## src/hdl/psrl_pkg.sv

```systemverilog
// ----------------------------------------------------------------------------
// psrl_pkg
// Shared types and constants of the per-source packet rate limiter: table
// geometry, field widths, verdict codes and the transfer and token structs.
// ----------------------------------------------------------------------------
`default_nettype none

package psrl_pkg;

    // Table geometry and field widths.
    localparam int TABLE_DEPTH = 64;
    localparam int IDX_W       = $clog2(TABLE_DEPTH + 1);
    localparam int ADDR_W      = 32;
    localparam int COUNT_W     = 16;
    localparam int VERDICT_W   = 3;

    localparam logic [COUNT_W-1:0] COUNT_MAX     = {COUNT_W{1'b1}};
    localparam logic [COUNT_W-1:0] LIMIT_DEFAULT = COUNT_W'(10);

    // Operation codes of an input transfer.
    localparam logic OP_PACKET = 1'b0;
    localparam logic OP_TICK   = 1'b1;

    // Verdict codes of a result transfer.
    localparam logic [VERDICT_W-1:0] VERDICT_NEW   = 3'd0;
    localparam logic [VERDICT_W-1:0] VERDICT_KNOWN = 3'd1;
    localparam logic [VERDICT_W-1:0] VERDICT_OVER  = 3'd2;
    localparam logic [VERDICT_W-1:0] VERDICT_FULL  = 3'd3;
    localparam logic [VERDICT_W-1:0] VERDICT_TICK  = 3'd4;

    // Payload of an input transfer.
    typedef struct packed {
        logic              operation;
        logic [ADDR_W-1:0] source_addr;
    } in_item_t;

    // Payload of a result transfer.
    typedef struct packed {
        logic                 pass;
        logic [VERDICT_W-1:0] verdict;
        logic [COUNT_W-1:0]   source_count;
    } out_item_t;

    // Search token that travels down the row of cells, one cell per cycle.
    typedef struct packed {
        logic               valid;
        logic               done;
        logic               is_new;
        logic [ADDR_W-1:0]  addr;
        logic [COUNT_W-1:0] count;
    } token_t;

endpackage

`default_nettype wire

```

## src/hdl/psrl_cell.sv

```systemverilog
// ----------------------------------------------------------------------------
// psrl_cell
// One table entry. Compares the passing token with its stored source, updates
// its count on a hit, takes the source when it is the append slot, and hands
// the token on to the next cell.
// ----------------------------------------------------------------------------
`default_nettype none

module psrl_cell
    import psrl_pkg::*;
(
    input  wire logic             aclk,
    input  wire logic             aresetn,
    input  wire logic [IDX_W-1:0] slot,
    input  wire logic [IDX_W-1:0] entries_used,
    input  wire token_t           tok_in,
    output token_t                tok_out
);

    logic [ADDR_W-1:0]  entry_addr_reg;
    logic [COUNT_W-1:0] entry_count_reg;
    token_t             tok_reg;
    token_t             tok_next;

    logic               in_range;
    logic               append_here;
    logic               searching;
    logic               hit;
    logic               take;
    logic [COUNT_W-1:0] count_inc;

    // Hit and append decisions for the token now at this cell.
    always_comb begin
        in_range    = slot < entries_used;
        append_here = slot == entries_used;
        searching   = tok_in.valid && !tok_in.done;
        hit         = searching && in_range && (entry_addr_reg == tok_in.addr);
        take        = searching && append_here;
        count_inc   = (entry_count_reg == COUNT_MAX) ? entry_count_reg
                                                     : entry_count_reg + 1'b1;
        tok_next    = tok_in;
        if (hit) begin
            tok_next.done   = 1'b1;
            tok_next.is_new = 1'b0;
            tok_next.count  = count_inc;
        end else if (take) begin
            tok_next.done   = 1'b1;
            tok_next.is_new = 1'b1;
            tok_next.count  = COUNT_W'(1);
        end
    end

    // Entry storage: written on a hit or when the source is appended here.
    always_ff @(posedge aclk) begin
        if (hit) begin
            entry_count_reg <= count_inc;
        end else if (take) begin
            entry_addr_reg  <= tok_in.addr;
            entry_count_reg <= COUNT_W'(1);
        end
    end

    // Token stage towards the next cell.
    always_ff @(posedge aclk) begin
        if (!aresetn) begin
            tok_reg.valid <= 1'b0;
        end else begin
            tok_reg <= tok_next;
        end
    end

    assign tok_out = tok_reg;

endmodule

`default_nettype wire

```

## config.mk

```make
export PLATFORM = sky130hd
export DESIGN_NAME = psrl_cell
export DESIGN_NICKNAME = d
export VERILOG_FILES = /design/src/hdl/psrl_pkg.sv /design/src/hdl/psrl_cell.sv
export SDC_FILE = /design/constraint.sdc
export NUM_CORES = 1
export LEC_CHECK = 0
export ABC_AREA = 1
export BUFFER_PORTS_ARGS = -buffer_cell sky130_fd_sc_hd__buf_2
export CORE_UTILIZATION = 50
export CTS_BUF_LIST = sky130_fd_sc_hd__clkbuf_16
export CTS_CLUSTER_SIZE = 25
export DETAILED_ROUTE_END_ITERATION = 12
export HOLD_SLACK_MARGIN = 0.06
export PLACE_DENSITY = 0.76
export SLEW_MARGIN = 15
export SYNTH_ARGS = -nofsm -noshare
export SYNTH_HDL_FRONTEND = slang
export SYNTH_SLANG_ARGS = --single-unit
```

## constraint.sdc

```tcl
create_clock -name aclk -period 3.5 [get_ports aclk]
set_input_delay 0.175 -clock aclk [delete_from_list [all_inputs] [get_ports aclk]]
set_output_delay 0.175 -clock aclk [all_outputs]
set_load 0.005 [all_outputs]
```

# Yosys cells after proc, flatten, opt, wreduce, memory -nomap -nowiden
# Index checks and enable logic that the tools add are counted.
[word_totals]
reg_bits = 99
input_bits = 67
output_inout_bits = 51
wordCells = 27
[op_classes]
n_reduce_logical = 8
order_cmp = 1
n_addsub = 1
bitwise = 1
n_eq_ne = 3
n_mux = 6
[op_table]
columns = ["op", "n"]
rows = [
  ["two-way mux 16 bit", 5],
  ["equality test 32 bit", 1],
  ["adder 16 x 1 -> 16 bit, second input constant", 1],
  ["equality test 16 bit, second input constant", 1],
  ["equality test 7 bit", 1],
  ["< comparator 7 bit", 1],
  ["logical AND 1 bit", 4],
  ["AND reduction 2 bit", 1],
  ["nonzero test 2 bit", 1],
  ["OR reduction 2 bit", 1],
  ["logical NOT 1 bit", 1],
  ["two-way mux 1 bit", 1],
  ["inverter 1 bit", 1],
]

# Logic depth before layout (Yosys ltp)
[logic_depth]
word_depth = 6
mapped_depth = 12
depth_no_buf = 11

# Least setup slack after synthesis
# No wires, ideal clock.
[synth_timing]
path_kind = "input -> register"
from = "in entries_used[6]"
to = "reg entry_addr_reg[0], enable pin"
path_stages = 11
n_path_buf = 1
setup_slack_ns = 0.514
setup_ns = 0.421
t_arrival_ns = 2.564
required_ns = 3.079
cell_sequence = "inv_1 ha_1 nand2_1 nor2_1 nand2_1 nand3_1 inv_1 nand2_2 nor2_4 buf_6 nor2_1"
[synth_between]
elab_chain_len = 5
elab_cells_between_ends = 7
cone_classes = "order compare: 1; eq/ne: 1; bitwise: 1; reduce/logical: 4"
[synth_lines]
columns = ["item", "line_no", "text"]
rows = [
  ["start: declaration", "psrl_cell.sv:15", "input wire logic [IDX_W-1:0] entries_used,"],
  ["< comparator 7 bit", "psrl_cell.sv:34", "in_range = slot < entries_used;"],
  ["logical AND 1 bit (2 in series)", "psrl_cell.sv:37", "hit = searching && in_range && (entry_addr_reg == tok_in.addr);"],
  ["inverter 1 bit (no source line)", "-", ""],
  ["AND reduction 2 bit (no source line) *", "-", ""],
  ["end signal: assignment", "psrl_cell.sv:58", "entry_addr_reg <= tok_in.addr;"],
  ["end: declaration", "psrl_cell.sv:20", "logic [ADDR_W-1:0] entry_addr_reg;"],
]
# Mark *: on every way between the ends. The rest lies on a longest branch, timed or not.
# A chain may end at the register's enable or synchronous reset.

# Worst setup path after layout
[layout_timing]
from = "in tok_in[38] (netlist name)"
to = "reg entry_count_reg[8], enable pin"
[layout_between]
elab_chain_len = 3
[layout_lines]
columns = ["item", "line_no", "text"]
rows = [
  ["start: declaration", "psrl_cell.sv:16", "input wire token_t tok_in,"],
  ["equality test 32 bit", "psrl_cell.sv:37", ""],
  ["logical AND 1 bit", "psrl_cell.sv:37", ""],
  ["nonzero test 2 bit (no source line)", "-", ""],
  ["end signal: assignment", "psrl_cell.sv:56", "entry_count_reg <= count_inc;"],
  ["end: declaration", "psrl_cell.sv:21", "logic [COUNT_W-1:0] entry_count_reg;"],
]
# No other way between the ends.

==> impl_metrics.csv <==
group,metric,value,unit
worst_setup_path,path_cells,"dlygate4sd3_1 -> buf_2 -> nor2_1 -> nor2_1 -> nor2_1 -> nand2_1 -> nor2_1 -> nand2_2 -> inv_1 -> nand2_1 -> nand2_1",
synthesis,synthArstFlopShare,0,%
finish,drive_gt1_share,22.34,%
timing,setup_tns,0,ns
detailed_routing,drc,0,
timing,finalHoldViolCount,0,
synthesis,netlist_top_cells_area,"edfxtp_1, nand2_1, inv_1, nor2_1, nand3_1",
synthesis,ys_warn_count,0,
clock_tree,cts_max_path_buffers,2,
die,io_pins,118,
die,die_w,104.9,um
power_and_ir_drop,power_density,410.4,nW/um^2
clock_tree,cts.sinks,99,
synthesis,synthTopCellsByCount,"nand2_1, inv_1, edfxtp_1",
finish,fin_util,64.30,%
grt,grt_pass1_wl,20.51,mm
die,die_area,11010,um^2
synthesis,syn-num-nets,691,
clock_tree,numCtsBuffers,9,
timing,fin_crit,2.407,ns
detailed_routing,via_per_inst,4.903,
grt,grtUsageTotal,24.19,%
timing,fin_skew,0.01778,ns
detailed_routing,drtPass1Iterations,5,
die,die_height,104.9,um
clock_tree,clkTransAtPathRegs,0.07,ns
finish,nNetsFinal,840,
power_and_ir_drop,pwr-share-comb,9.0,%
timing,rsz0062_at_grt,"no",
status,outcome,"finished clean",
grt,grt.overflow.total,0,
detailed_routing,wl,12.59,mm
synthesis,yosysMostFrequentCell,"nand2_1",
finish,n_antenna_cell,0,
synthesis,synth_edf_count,98,
worst_setup_path,crit_path_top_delay_cell,"dlygate4sd3_1",
clock_tree,clkLatencyLatePin,0.36,ns
worst_setup_path,cpMostUsedCell,"nor2_1",
placed_design,io_buffers,117,
finish,nFillCells,854,
worst_setup_path,cp-start-kind,"input pin",
synthesis,yosysTopAreaCell,"edfxtp_1",
detailed_routing,drtIter0Drc,181,
grt,grt_max_degree,52,
detailed_routing,routedWlPerCell,13.90,um
grt,antenna_found_initial,0,
grt,grt_use_met1,27.93,%
power_and_ir_drop,p_seq_share,50.3,%
synthesis,ys_seq_area_share,55.91,%
timing,period_share,68.77,%
finish,largest_reg_flops,51,
worst_setup_path,end_kind,"flip-flop",
worst_setup_path,slowest_delay,0.55,ns
synthesis,synth.avg_cell_area,8.602,um^2
timing,final-setup-viol-count,0,
synthesis,synth_top_area_share,55.54,%
worst_setup_path,critPathArrivalTime,2.38,ns
finish,synthToLayoutAreaGrowth,24.72,%
power_and_ir_drop,vdd_drop_max,0.0002616,V
timing,drv_slew,0,
clock_tree,cts_tree,"built",
grt,use_met3,4.741,%
timing,tightestPinTransition,0.6998,ns
die,rows,37,
worst_setup_path,cp_max_fo,16,
timing,slew_headroom,53.23,%
die,start_util,51.56,%
power_and_ir_drop,p_switching,0.6082,mW
grt,grt_pass1_vias,4416,
placed_design,dp_hpwl,9.335,mm
detailed_routing,detail-route-antenna-nets,0,
worst_setup_path,required,3.48,ns
detailed_routing,vias,4442,
grt,top_usage_layer,"met2",
clock_tree,cts_root_buf,"clkbuf_16",
synthesis,synth.distinct_cells,29,
synthesis,ys_dominant_reg_cell,"edfxtp_1",
power_and_ir_drop,switching_share,22.42,%
synthesis,synth_area,5299,um^2
worst_setup_path,crit_type,"input pin to flip-flop",
grt,met2_usage,43.09,%
power_and_ir_drop,clockPowerShare,40.7,%
run,maxCapViolations,0,
power_and_ir_drop,p_leak,3.184,nW
placed_design,place.gp.congestion,0.8909,
synthesis,syn_inst,616,
hold_path,hold_class,"input pin to flip-flop",
clock_tree,h-tree-depth,3,
timing,whs,0.06841,ns
timing,fmax,0.4155,GHz
synthesis,ys_ff_latch,99,
die,coreArea,10280,um^2
power_and_ir_drop,internal_power,2.104,mW
## layout make-up
| class | count | area (um^2) | area share (%) |
|---|---|---|---|
| flip-flops and latches | 99 | 2963 | 44.83 |
| multi-input cells | 404 | 1893 | 28.64 |
| repair buffers | 143 | 845.8 | 12.80 |
| inverters | 108 | 405.4 | 6.134 |
| clock buffers | 9 | 225.2 | 3.408 |
| well taps | 136 | 170.2 | 2.575 |
| clock inverters | 7 | 106.4 | 1.609 |
## power by group through the flow
stage          clock [mW]  combinational [mW]  sequential, mW
6_report             1.11               0.243            1.36
3_5_place_dp            0               0.221            1.39
5_1_grt              1.16               0.272            1.37
2_1_floorplan           0              0.0806            1.40
3_3_place_gp            0               0.213            1.39
4_1_cts              1.12               0.244            1.37
## worst max-delay path, delay by kind of cell
kind	cells	cell delay (ns)
AND/OR/NAND/NOR	8	1.40
buffers and inverters	3	0.80
## cells by family after synthesis
| family | Yosys count | synth area share (%) |
|---|---|---|
| buffers and inverters | 113 | 8.406 |
| adder cells (fa/ha/maj) | 8 | 1.889 |
| AND/OR/NAND/NOR | 379 | 31.50 |
| flip-flops | 99 | 55.91 |
| XOR/XNOR | 9 | 1.488 |
| AO/OA/AOI/OAI | 8 | 0.8028 |
## placed cells by master, fill, tap and decap left out, types with 8 or more instances in the layout
cell type	instances
dlygate4sd3_1	25
inv_1	107
nand2_1	220
edfxtp_1	98
buf_2	116
nor2_2	10
nand3_1	30
ha_1	8
nor2_1	74
clkbuf_16	9
## final timing paths
| path | from | to | slack (ns) | depth (start not counted) |
|---|---|---|---|---|
| min | tok_in[37] | tok_out[37]$_DFFE_PP_ | 0.07 | 1 |
| max reg2reg | entry_addr_reg[22]$_DFFE_PP_ | entry_count_reg[8]$_SDFFCE_PN0P_ | 1.23 | 9 |
| max | tok_in[38] | entry_count_reg[8]$_SDFFCE_PN0P_ | 1.09 | 11 |
| min reg2reg | entry_count_reg[15]$_SDFFCE_PN0P_ | tok_out[15]$_DFFE_PP_ | 0.69 | 4 |
## per-stage QoR
step	std cells	total power [mW]	cell area [um^2]	setup slack [ns]
2_1_floorplan	616	1.480	5299	0.5141
3_3_place_gp	865	1.602	6025	1.223
3_5_place_dp	865	1.611	6025	1.099
4_1_cts	906	2.731	6606	1.127
5_1_grt	906	2.802	6609	0.8504
6_report	906	2.712	6609	1.093
## routing by layer
| metal | up-vias | wire, um |
|---|---|---|
| met5 | - | 0 |
| met4 | 0 | 369 |
| met3 | 32 | 615 |
| met2 | 139 | 6444 |
| met1 | 2042 | 5160 |
| li1 | 2229 | - |
## timing repair
| action | CTS | global route |
|---|---|---|
| hold endpoints to repair | 48 | 0 |
| hold buffers | 25 | 0 |
| setup buffers | 0 | 0 |
| resized for setup | 0 | 0 |
| setup endpoints to repair | 0 | 0 |
(Power assumes the default switching activity.)
