===== src/hdl/psrl_pkg.sv =====
// ----------------------------------------------------------------------------
// psrl_pkg
// Shared types and constants of the per-source packet rate limiter: table
// geometry, field widths, verdict codes and the transfer and token structs.
// ----------------------------------------------------------------------------
`default_nettype none

package psrl_pkg;

    // Table geometry and field widths.
    localparam int TABLE_DEPTH = 64;
    localparam int IDX_W       = $clog2(TABLE_DEPTH + 1);
    localparam int ADDR_W      = 32;
    localparam int COUNT_W     = 16;
    localparam int VERDICT_W   = 3;

    localparam logic [COUNT_W-1:0] COUNT_MAX     = {COUNT_W{1'b1}};
    localparam logic [COUNT_W-1:0] LIMIT_DEFAULT = COUNT_W'(10);

    // Operation codes of an input transfer.
    localparam logic OP_PACKET = 1'b0;
    localparam logic OP_TICK   = 1'b1;

    // Verdict codes of a result transfer.
    localparam logic [VERDICT_W-1:0] VERDICT_NEW   = 3'd0;
    localparam logic [VERDICT_W-1:0] VERDICT_KNOWN = 3'd1;
    localparam logic [VERDICT_W-1:0] VERDICT_OVER  = 3'd2;
    localparam logic [VERDICT_W-1:0] VERDICT_FULL  = 3'd3;
    localparam logic [VERDICT_W-1:0] VERDICT_TICK  = 3'd4;

    // Payload of an input transfer.
    typedef struct packed {
        logic              operation;
        logic [ADDR_W-1:0] source_addr;
    } in_item_t;

    // Payload of a result transfer.
    typedef struct packed {
        logic                 pass;
        logic [VERDICT_W-1:0] verdict;
        logic [COUNT_W-1:0]   source_count;
    } out_item_t;

    // Search token that travels down the row of cells, one cell per cycle.
    typedef struct packed {
        logic               valid;
        logic               done;
        logic               is_new;
        logic [ADDR_W-1:0]  addr;
        logic [COUNT_W-1:0] count;
    } token_t;

endpackage

`default_nettype wire


===== src/hdl/psrl_ctrl.sv =====
// ----------------------------------------------------------------------------
// psrl_ctrl
// Control of the rate limiter: input and result handshakes, the limit
// register, the fill count of the table, token launch and the verdict.
// ----------------------------------------------------------------------------
`default_nettype none

module psrl_ctrl
    import psrl_pkg::*;
(
    input  wire logic               aclk,
    input  wire logic               aresetn,
    input  wire logic               s_valid,
    output logic                    s_ready,
    input  wire in_item_t           s_data,
    output logic                    m_valid,
    input  wire logic               m_ready,
    output out_item_t               m_data,
    input  wire logic               cfg_wr_en,
    input  wire logic [COUNT_W-1:0] cfg_wr_data,
    output logic [IDX_W-1:0]        entries_used,
    output token_t                  launch,
    input  wire token_t             ret
);

    typedef enum logic [2:0] {
        ST_IDLE   = 3'b001,
        ST_SEARCH = 3'b010,
        ST_DONE   = 3'b100
    } state_t;

    state_t             state_reg,     state_next;
    logic [COUNT_W-1:0] limit_reg,     limit_next;
    logic [IDX_W-1:0]   used_reg,      used_next;
    token_t             launch_reg,    launch_next;
    out_item_t          pend_reg,      pend_next;
    out_item_t          out_reg,       out_next;
    logic               out_valid_reg, out_valid_next;

    logic               accept;
    logic               out_load;
    out_item_t          verdict_item;

    assign accept = s_valid && s_ready;

    // Verdict for a token returning from the end of the row.
    always_comb begin
        verdict_item = '0;
        if (!ret.done) begin
            verdict_item.verdict = VERDICT_FULL;
        end else if (ret.is_new) begin
            verdict_item.pass         = 1'b1;
            verdict_item.verdict      = VERDICT_NEW;
            verdict_item.source_count = ret.count;
        end else if (ret.count <= limit_reg) begin
            verdict_item.pass         = 1'b1;
            verdict_item.verdict      = VERDICT_KNOWN;
            verdict_item.source_count = ret.count;
        end else begin
            verdict_item.verdict      = VERDICT_OVER;
            verdict_item.source_count = ret.count;
        end
    end

    // Sequencer and result register.
    always_comb begin
        state_next     = state_reg;
        limit_next     = cfg_wr_en ? cfg_wr_data : limit_reg;
        used_next      = used_reg;
        launch_next    = launch_reg;
        pend_next      = pend_reg;
        out_next       = out_reg;
        out_valid_next = out_valid_reg;

        launch_next.valid  = 1'b0;
        launch_next.done   = 1'b0;
        launch_next.is_new = 1'b0;
        launch_next.count  = '0;

        out_load = (state_reg == ST_DONE) && (!out_valid_reg || m_ready);

        case (state_reg)
            ST_IDLE: begin
                if (accept) begin
                    if (s_data.operation == OP_TICK) begin
                        used_next                = '0;
                        pend_next.pass           = 1'b0;
                        pend_next.verdict        = VERDICT_TICK;
                        pend_next.source_count   = '0;
                        state_next               = ST_DONE;
                    end else begin
                        launch_next.valid = 1'b1;
                        launch_next.addr  = s_data.source_addr;
                        state_next        = ST_SEARCH;
                    end
                end
            end
            ST_SEARCH: begin
                if (ret.valid) begin
                    pend_next = verdict_item;
                    if (ret.done && ret.is_new) begin
                        used_next = used_reg + 1'b1;
                    end
                    state_next = ST_DONE;
                end
            end
            ST_DONE: begin
                if (out_load) begin
                    state_next = ST_IDLE;
                end
            end
            default: begin
                state_next = ST_IDLE;
            end
        endcase

        // The result register empties on a transfer and refills from the
        // pending result when the sequencer hands it over.
        if (out_load) begin
            out_next       = pend_reg;
            out_valid_next = 1'b1;
        end else if (m_ready) begin
            out_valid_next = 1'b0;
        end
    end

    always_ff @(posedge aclk) begin
        if (!aresetn) begin
            state_reg        <= ST_IDLE;
            limit_reg        <= LIMIT_DEFAULT;
            used_reg         <= '0;
            launch_reg.valid <= 1'b0;
            out_valid_reg    <= 1'b0;
        end else begin
            state_reg     <= state_next;
            limit_reg     <= limit_next;
            used_reg      <= used_next;
            launch_reg    <= launch_next;
            out_valid_reg <= out_valid_next;
        end
    end

    // Result payloads need no reset.
    always_ff @(posedge aclk) begin
        pend_reg <= pend_next;
        out_reg  <= out_next;
    end

    assign s_ready      = (state_reg == ST_IDLE);
    assign m_valid      = out_valid_reg;
    assign m_data       = out_reg;
    assign entries_used = used_reg;
    assign launch       = launch_reg;

endmodule

`default_nettype wire


===== config.mk =====
export PLATFORM = sky130hd
export DESIGN_NAME = psrl_ctrl
export DESIGN_NICKNAME = d
export VERILOG_FILES = /design/src/hdl/psrl_pkg.sv /design/src/hdl/psrl_ctrl.sv
export SDC_FILE = /design/constraint.sdc
export NUM_CORES = 1
export LEC_CHECK = 0
export BUFFER_PORTS_ARGS = -buffer_cell sky130_fd_sc_hd__clkbuf_2
export CAP_MARGIN = 20
export CORE_AREA = 2 2 135 71
export CTS_CLUSTER_DIAMETER = 40
export DETAILED_ROUTE_END_ITERATION = 10
export DIE_AREA = 0 0 137 73
export GPL_TIMING_DRIVEN = 1
export HOLD_SLACK_MARGIN = 0.05
export PLACE_DENSITY = 0.82
export SLEW_MARGIN = 15
export SYNTH_ARGS = -nofsm -noshare
export SYNTH_HDL_FRONTEND = slang
export SYNTH_SLANG_ARGS = --single-unit

===== constraint.sdc =====
create_clock -name aclk -period 4.1 [get_ports aclk]
set_input_delay 0.205 -clock aclk [delete_from_list [all_inputs] [get_ports aclk]]
set_output_delay 0.205 -clock aclk [all_outputs]
set_load 0.005 [all_outputs]

* After elaboration in Yosys (flattened, before gate mapping)
Cells that the tools add are included.
** Word-level totals
- Register bits after elaboration :: 100
- Bits of input ports :: 105
- Output and inout port bits :: 80
- Logic and storage cells :: 58
** Cells by class
- Add/sub/neg operators :: 1
- Order comparisons :: 1
- Equality and inequality tests :: 8
- Multiplexer cells :: 23
- Bitwise gates (word level) :: 1
- Reduce and logical (&&, ||, !) cells :: 12
** Operators by type and width (count)
- $mux 20 :: 4
- $pmux 20 s2 :: 1
- $mux 7 :: 4
- $mux 18 :: 1
- $le 16x16->1 :: 1
- $mux 16 :: 1
- $mux 3 :: 5
- $pmux 7 s2 :: 1
- $pmux 3 s3 :: 1
- $reduce_and 4->1 :: 2
- $add 7x1->7 const B :: 1
- $ne 2x2->1 const B :: 3
- $reduce_and 3->1 :: 2
- $mux 1 :: 5
- $reduce_and 5->1 :: 1
- $ne 2x1->1 const B :: 2
- $reduce_bool 2->1 :: 2
- $eq 3x1->1 const B :: 1
- $eq 3x2->1 const B :: 1
- $eq 3x3->1 const B :: 1
- $logic_and 1x1->1 :: 3
- $logic_not 1->1 :: 1
- $logic_or 1x1->1 :: 1
- $not 1->1 :: 1

* Logic depth before layout (Yosys ltp)
- Depth in word-level cells :: 6
- Gate-level depth with buffers :: 7
- Depth with buffers taken out :: 7

* Least setup slack after synthesis
OpenSTA, ideal clock, no wires.
- Path type :: flip-flop to flip-flop
- From :: register state_reg[0]
- To :: register launch_reg (netlist bit launch[16]) (enable)
- Setup time :: 461 ps
- Arrival :: 3104 ps
- Required time :: 3639 ps
- Slack :: 535 ps
- Stages on the path, launching flop included :: 4
- Path buffers :: 1
- Period minus slack after synthesis :: 3565 ps
- Cells stage by stage :: dfxtp_1 > or3b_1 > buf_2 > nor3_1
** Between the ends
- Word-level cells in the longest chain between the ends :: 3
** Ends and longest elaborated chain
- from (decl) :: RTL line psrl_ctrl.sv:32 : state_t state_reg, state_next;
- from (signal assigned) :: RTL line psrl_ctrl.sv:135 : state_reg <= state_next;
- $eq 3x1->1 (*) :: RTL line psrl_ctrl.sv:82, psrl_ctrl.sv:149
- $logic_and 1x1->1 :: RTL line psrl_ctrl.sv:44 : assign accept = s_valid && s_ready;
- $reduce_and 4->1 (no line) (*)
- to (signal assigned) :: RTL line psrl_ctrl.sv:138 : launch_reg <= launch_next;
- to (decl) :: RTL line psrl_ctrl.sv:35 : token_t launch_reg, launch_next;
Mark *: on every way between the ends. The rest lies on a longest branch, timed or not.
A chain may end at the register's enable or synchronous reset.

* Worst setup path in the final report
- From :: register state_reg[0]
- To :: register used_reg[3], in the netlist entries_used[3]
** Between the ends
- Word-level cells in the longest chain between the ends :: 4
- Elaborated cells between the ends (all ways) :: 10
** Ends and longest elaborated chain
- $eq 3x1->1 :: RTL line psrl_ctrl.sv:82, psrl_ctrl.sv:149
- $logic_and 1x1->1 :: RTL line psrl_ctrl.sv:44
- $ne 2x1->1 (no line)
- $reduce_and 5->1 (no line)
- to (signal assigned) :: RTL line psrl_ctrl.sv:137 : used_reg <= used_next;
- to (decl) :: RTL line psrl_ctrl.sv:34 : logic [IDX_W-1:0] used_reg, used_next;
Several ways; a longest one is shown, not always the timed one.

==> results.md <==
- Run status: finished, final reports clean
- FF-to-FF path depth: 6
- Via count of the first global-routing pass: 2657
- Library cell with the largest summed area after synthesis: sky130_fd_sc_hd__edfxtp_1
- Number of fill cells: 730
- Number of rows created at floorplan: 25
- Effective utilization at floorplan: 0.444
- Die Wd: 137 um
- Total CTS buffers: 9
- Clock Tree Root: sky130_fd_sc_hd__clkbuf_16
- Per-cell routed wire length: 15.1 um
- Worst slew margin relative to its limit: 0.346
- Total via count after detailed routing: 2808
- First-pass GRT wire length: 13400 um
- Via/cell ratio: 4.72
- Share of the clock period used by the worst path: 0.506
- Ratio of cells with drive above 1 in the final layout: 0.338
- Final estimated routing congestion in global placement: ~0.77
- Antenna-violating nets left: 0
- TritonCTS Sinks: 100
- Worst IR Drop VDD: approximately 0.21 mV
- Maximum clock path buffer count: 2
- Initial antenna violation count: 0
- Setup slack on the worst flop-to-flop path: 2.03 ns
- Largest net degree at the start of global routing: 33
- Chip Height: 73 um
- Number of cells traversed by the worst hold path: 3
- Delay of the slowest cell on the worst path: 0.50 ns
- Number of maximum-capacitance violations: 0
- Hold path endpoint: limit_reg[1]
- Syn avg cell area: 13.4 um2
- Required time at the worst-slack endpoint: 4.35 ns
- Max FFs per register: 33
- Top fanout value on the critical path: 6
- Worst Path Class, Setup: register to register
- EDFF count, synth: 72
- Count of buffers inserted at the top-level ports: approximately 130
- Area of the mapped netlist: 0.00400 mm2
- Smallest hold slack: just under 0.08 ns
- Critical-path top delay cell: sky130_fd_sc_hd__or3b_1
- Post-layout net count: 591
- Area overhead of the layout relative to synthesis: 34.4%
- Antenna cell count: 0
- Critical Path End Type: register
- Count of unresolved DRC violations after routing: 0
- Dominant cells by area after synthesis: sky130_fd_sc_hd__edfxtp_1 (54%), sky130_fd_sc_hd__dfxtp_1 (14%), sky130_fd_sc_hd__ha_1 (5.3%)
- Grt total ovfl: 0
- Worst Tran Pin Value: roughly 0.98 ns
- Buffers inserted during post-CTS setup optimization: 0
- Number of detailed-route iterations in the first pass: 4
- Number of setup violations in the final report: 0
- Synth top area share: 0.541
- CTS tree: done
- Drt total wl: ~9000 um
- Class of the tightest hold or removal check: primary input to register
- Yosys synthesis warning count: 0
- CTS clock-pin slew for the worst setup and hold paths: 0.06 ns
- Global-route usage over all layers: 0.184
- Critical path launch point: state_reg[0]
- Cells traversed along the worst timing path: or3b_1, clkinv_4, a2bb2oi_2, or2_4, or4_1, a21oi_1
- Post-layout minimum cycle time: a little over 2 ns
- Final Hold Viols: 0
- Std-Cell Core Area: ~0.0090 mm2
- Post-Route Setup TNS: 0 ns
- Half-perimeter wire length after placement: roughly 6500 um
- Clock tree skew after final layout: ~0.0075 ns
- Power density over the cells: ~420 mW/mm2
- Sequential share of the synthesized area: 0.681
- Hold path startpoint: cfg_wr_data[1]
- Clock latency at the later pin of the worst-skew pair: 0.35 ns
- Unrepaired setup endpoints after global routing: no
- Number of primary I/O pins: 185
- Top post-synthesis cells by count: sky130_fd_sc_hd__edfxtp_1 (72), sky130_fd_sc_hd__dfxtp_1 (28), sky130_fd_sc_hd__nor2_1 (27)
- Number of max-slew violations in the final report: 0
- Post-synthesis register bit count: 100
- Gate count after technology mapping: 298
- H-tree level count: 3
- Most used flip-flop cell after synthesis: sky130_fd_sc_hd__edfxtp_1
- Leakage power: around 0.0023 uW
- Critical path launch point type: register
- Fraction of registers with async set or reset after synthesis: 0
- FF-to-FF Start: state_reg[0]
- Capture point of the worst reg-to-reg path: entries_used[3]
- Count of distinct cell types in the synthesized netlist: 41
- Quantity of gates resized following cts: 0
- Achievable frequency: 482 MHz
- Drt first-iter violations: 125
- Arrival time at the worst endpoint: between 2 and 2.5 ns
- Die Footprint: 0.0100 mm2
- Count leader, synth: sky130_fd_sc_hd__edfxtp_1
## timing repair
action                                  4_1_cts  5_1_grt
endpoints found under the setup margin        0        0
hold buffers                                 32        0
endpoints found under the hold margin        32        0
## worst max path at each step
stage | to | cells after the start
3_3_place_gp | entries_used[3] | 6
3_5_place_dp | entries_used[3] | 6
4_1_cts | entries_used[3] | 6
5_1_grt | m_data[17] | 2
6_report | entries_used[3] | 6
2_1_floorplan | launch[16] | 3
## cell families (layout without fill, tap and decap cells)
| group | count (synthesis) | count (layout) | share of synthesized area |
|---|---|---|---|
| simple gates | 85 | 85 | 0.110 |
| mux | 14 | 14 | 0.0351 |
| compound gates | 31 | 31 | 0.0488 |
| other cells | 1 | 18 | 0.000938 |
| fa+ha+maj | 17 | 17 | 0.0532 |
| xor+xnor | 4 | 4 | 0.00876 |
| flops | 100 | 100 | 0.681 |
| buf+inv | 46 | 205 | 0.0617 |
## metal layers
layer  up-vias  global-route usage  wire length, um
met1      1294               0.227             3800
met4         0              0.0344               48
met2       120               0.284             4080
li1       1389                   -                -
met3         5               0.107             1050
met5         -                   0                0
## power breakdown
group          switching, uW  internal (uW)  leakage (uW)
clock network            361            477      0.000145
registers               25.7           1160      0.000894
logic                    141            115       0.00129
total                    527           1750       0.00233
## critical path, delay by kind of cell (launching register included)
family	cells	cell delay, ns
flops	1	0.42
compound gates	2	0.24
buf+inv	1	0.10
simple gates	3	1.21
## cell usage in the layout, fill, tap and decap left out, types with 2 or more instances in the layout
cell	netlist	routed
sky130_fd_sc_hd__clkbuf_2	0	134
sky130_fd_sc_hd__edfxtp_1	72	72
sky130_fd_sc_hd__dlygate4sd3_1	0	32
sky130_fd_sc_hd__dfxtp_1	28	28
sky130_fd_sc_hd__nor2_1	27	27
sky130_fd_sc_hd__inv_1	18	18
sky130_fd_sc_hd__conb_1	1	18
sky130_fd_sc_hd__ha_1	17	17
sky130_fd_sc_hd__nand2_1	15	15
sky130_fd_sc_hd__a21oi_1	15	15
sky130_fd_sc_hd__and3_1	15	15
sky130_fd_sc_hd__mux2i_1	14	14
sky130_fd_sc_hd__clkbuf_16	0	9
sky130_fd_sc_hd__xnor2_1	4	4
sky130_fd_sc_hd__nand4_1	4	4
sky130_fd_sc_hd__o21ai_1	3	3
sky130_fd_sc_hd__nand3_1	3	3
sky130_fd_sc_hd__nor4_1	3	3
sky130_fd_sc_hd__o211ai_1	3	3
sky130_fd_sc_hd__o21ai_0	3	3
sky130_fd_sc_hd__buf_4	18	3
sky130_fd_sc_hd__nor2b_1	3	2
sky130_fd_sc_hd__or3b_1	2	2
sky130_fd_sc_hd__clkinv_4	1	2
sky130_fd_sc_hd__clkinv_1	1	2
sky130_fd_sc_hd__nand4b_1	2	2
sky130_fd_sc_hd__nand2b_1	2	2
## final cells by class
class	instances	area, um2	share of cell area
clock buffers	9	225	0.0419
well taps	121	151	0.0282
inverters	20	80.1	0.0149
clock inverters	7	75.1	0.0140
repair buffers	169	1010	0.189
flip-flops and latches	100	2720	0.507
multi-input cells	169	1100	0.206
## metrics by stage
| step | utilization | power (uW) | instances | setup WS, ns | cell area (um2) |
|---|---|---|---|---|---|
| after global placement | 0.528 | 1420 | 547 | 2.11 | 4750 |
| after CTS | 0.596 | 2300 | 595 | 2.03 | 5370 |
| final | 0.596 | 2280 | 595 | 2.03 | 5370 |
| after detailed placement | 0.528 | 1440 | 547 | 2.06 | 4750 |
| after floorplan | - | 1340 | 315 | 0.535 | 4060 |
| after global routing | 0.596 | 2370 | 595 | 1.81 | 5370 |
No activity file was read; power rests on OpenSTA's default activity.
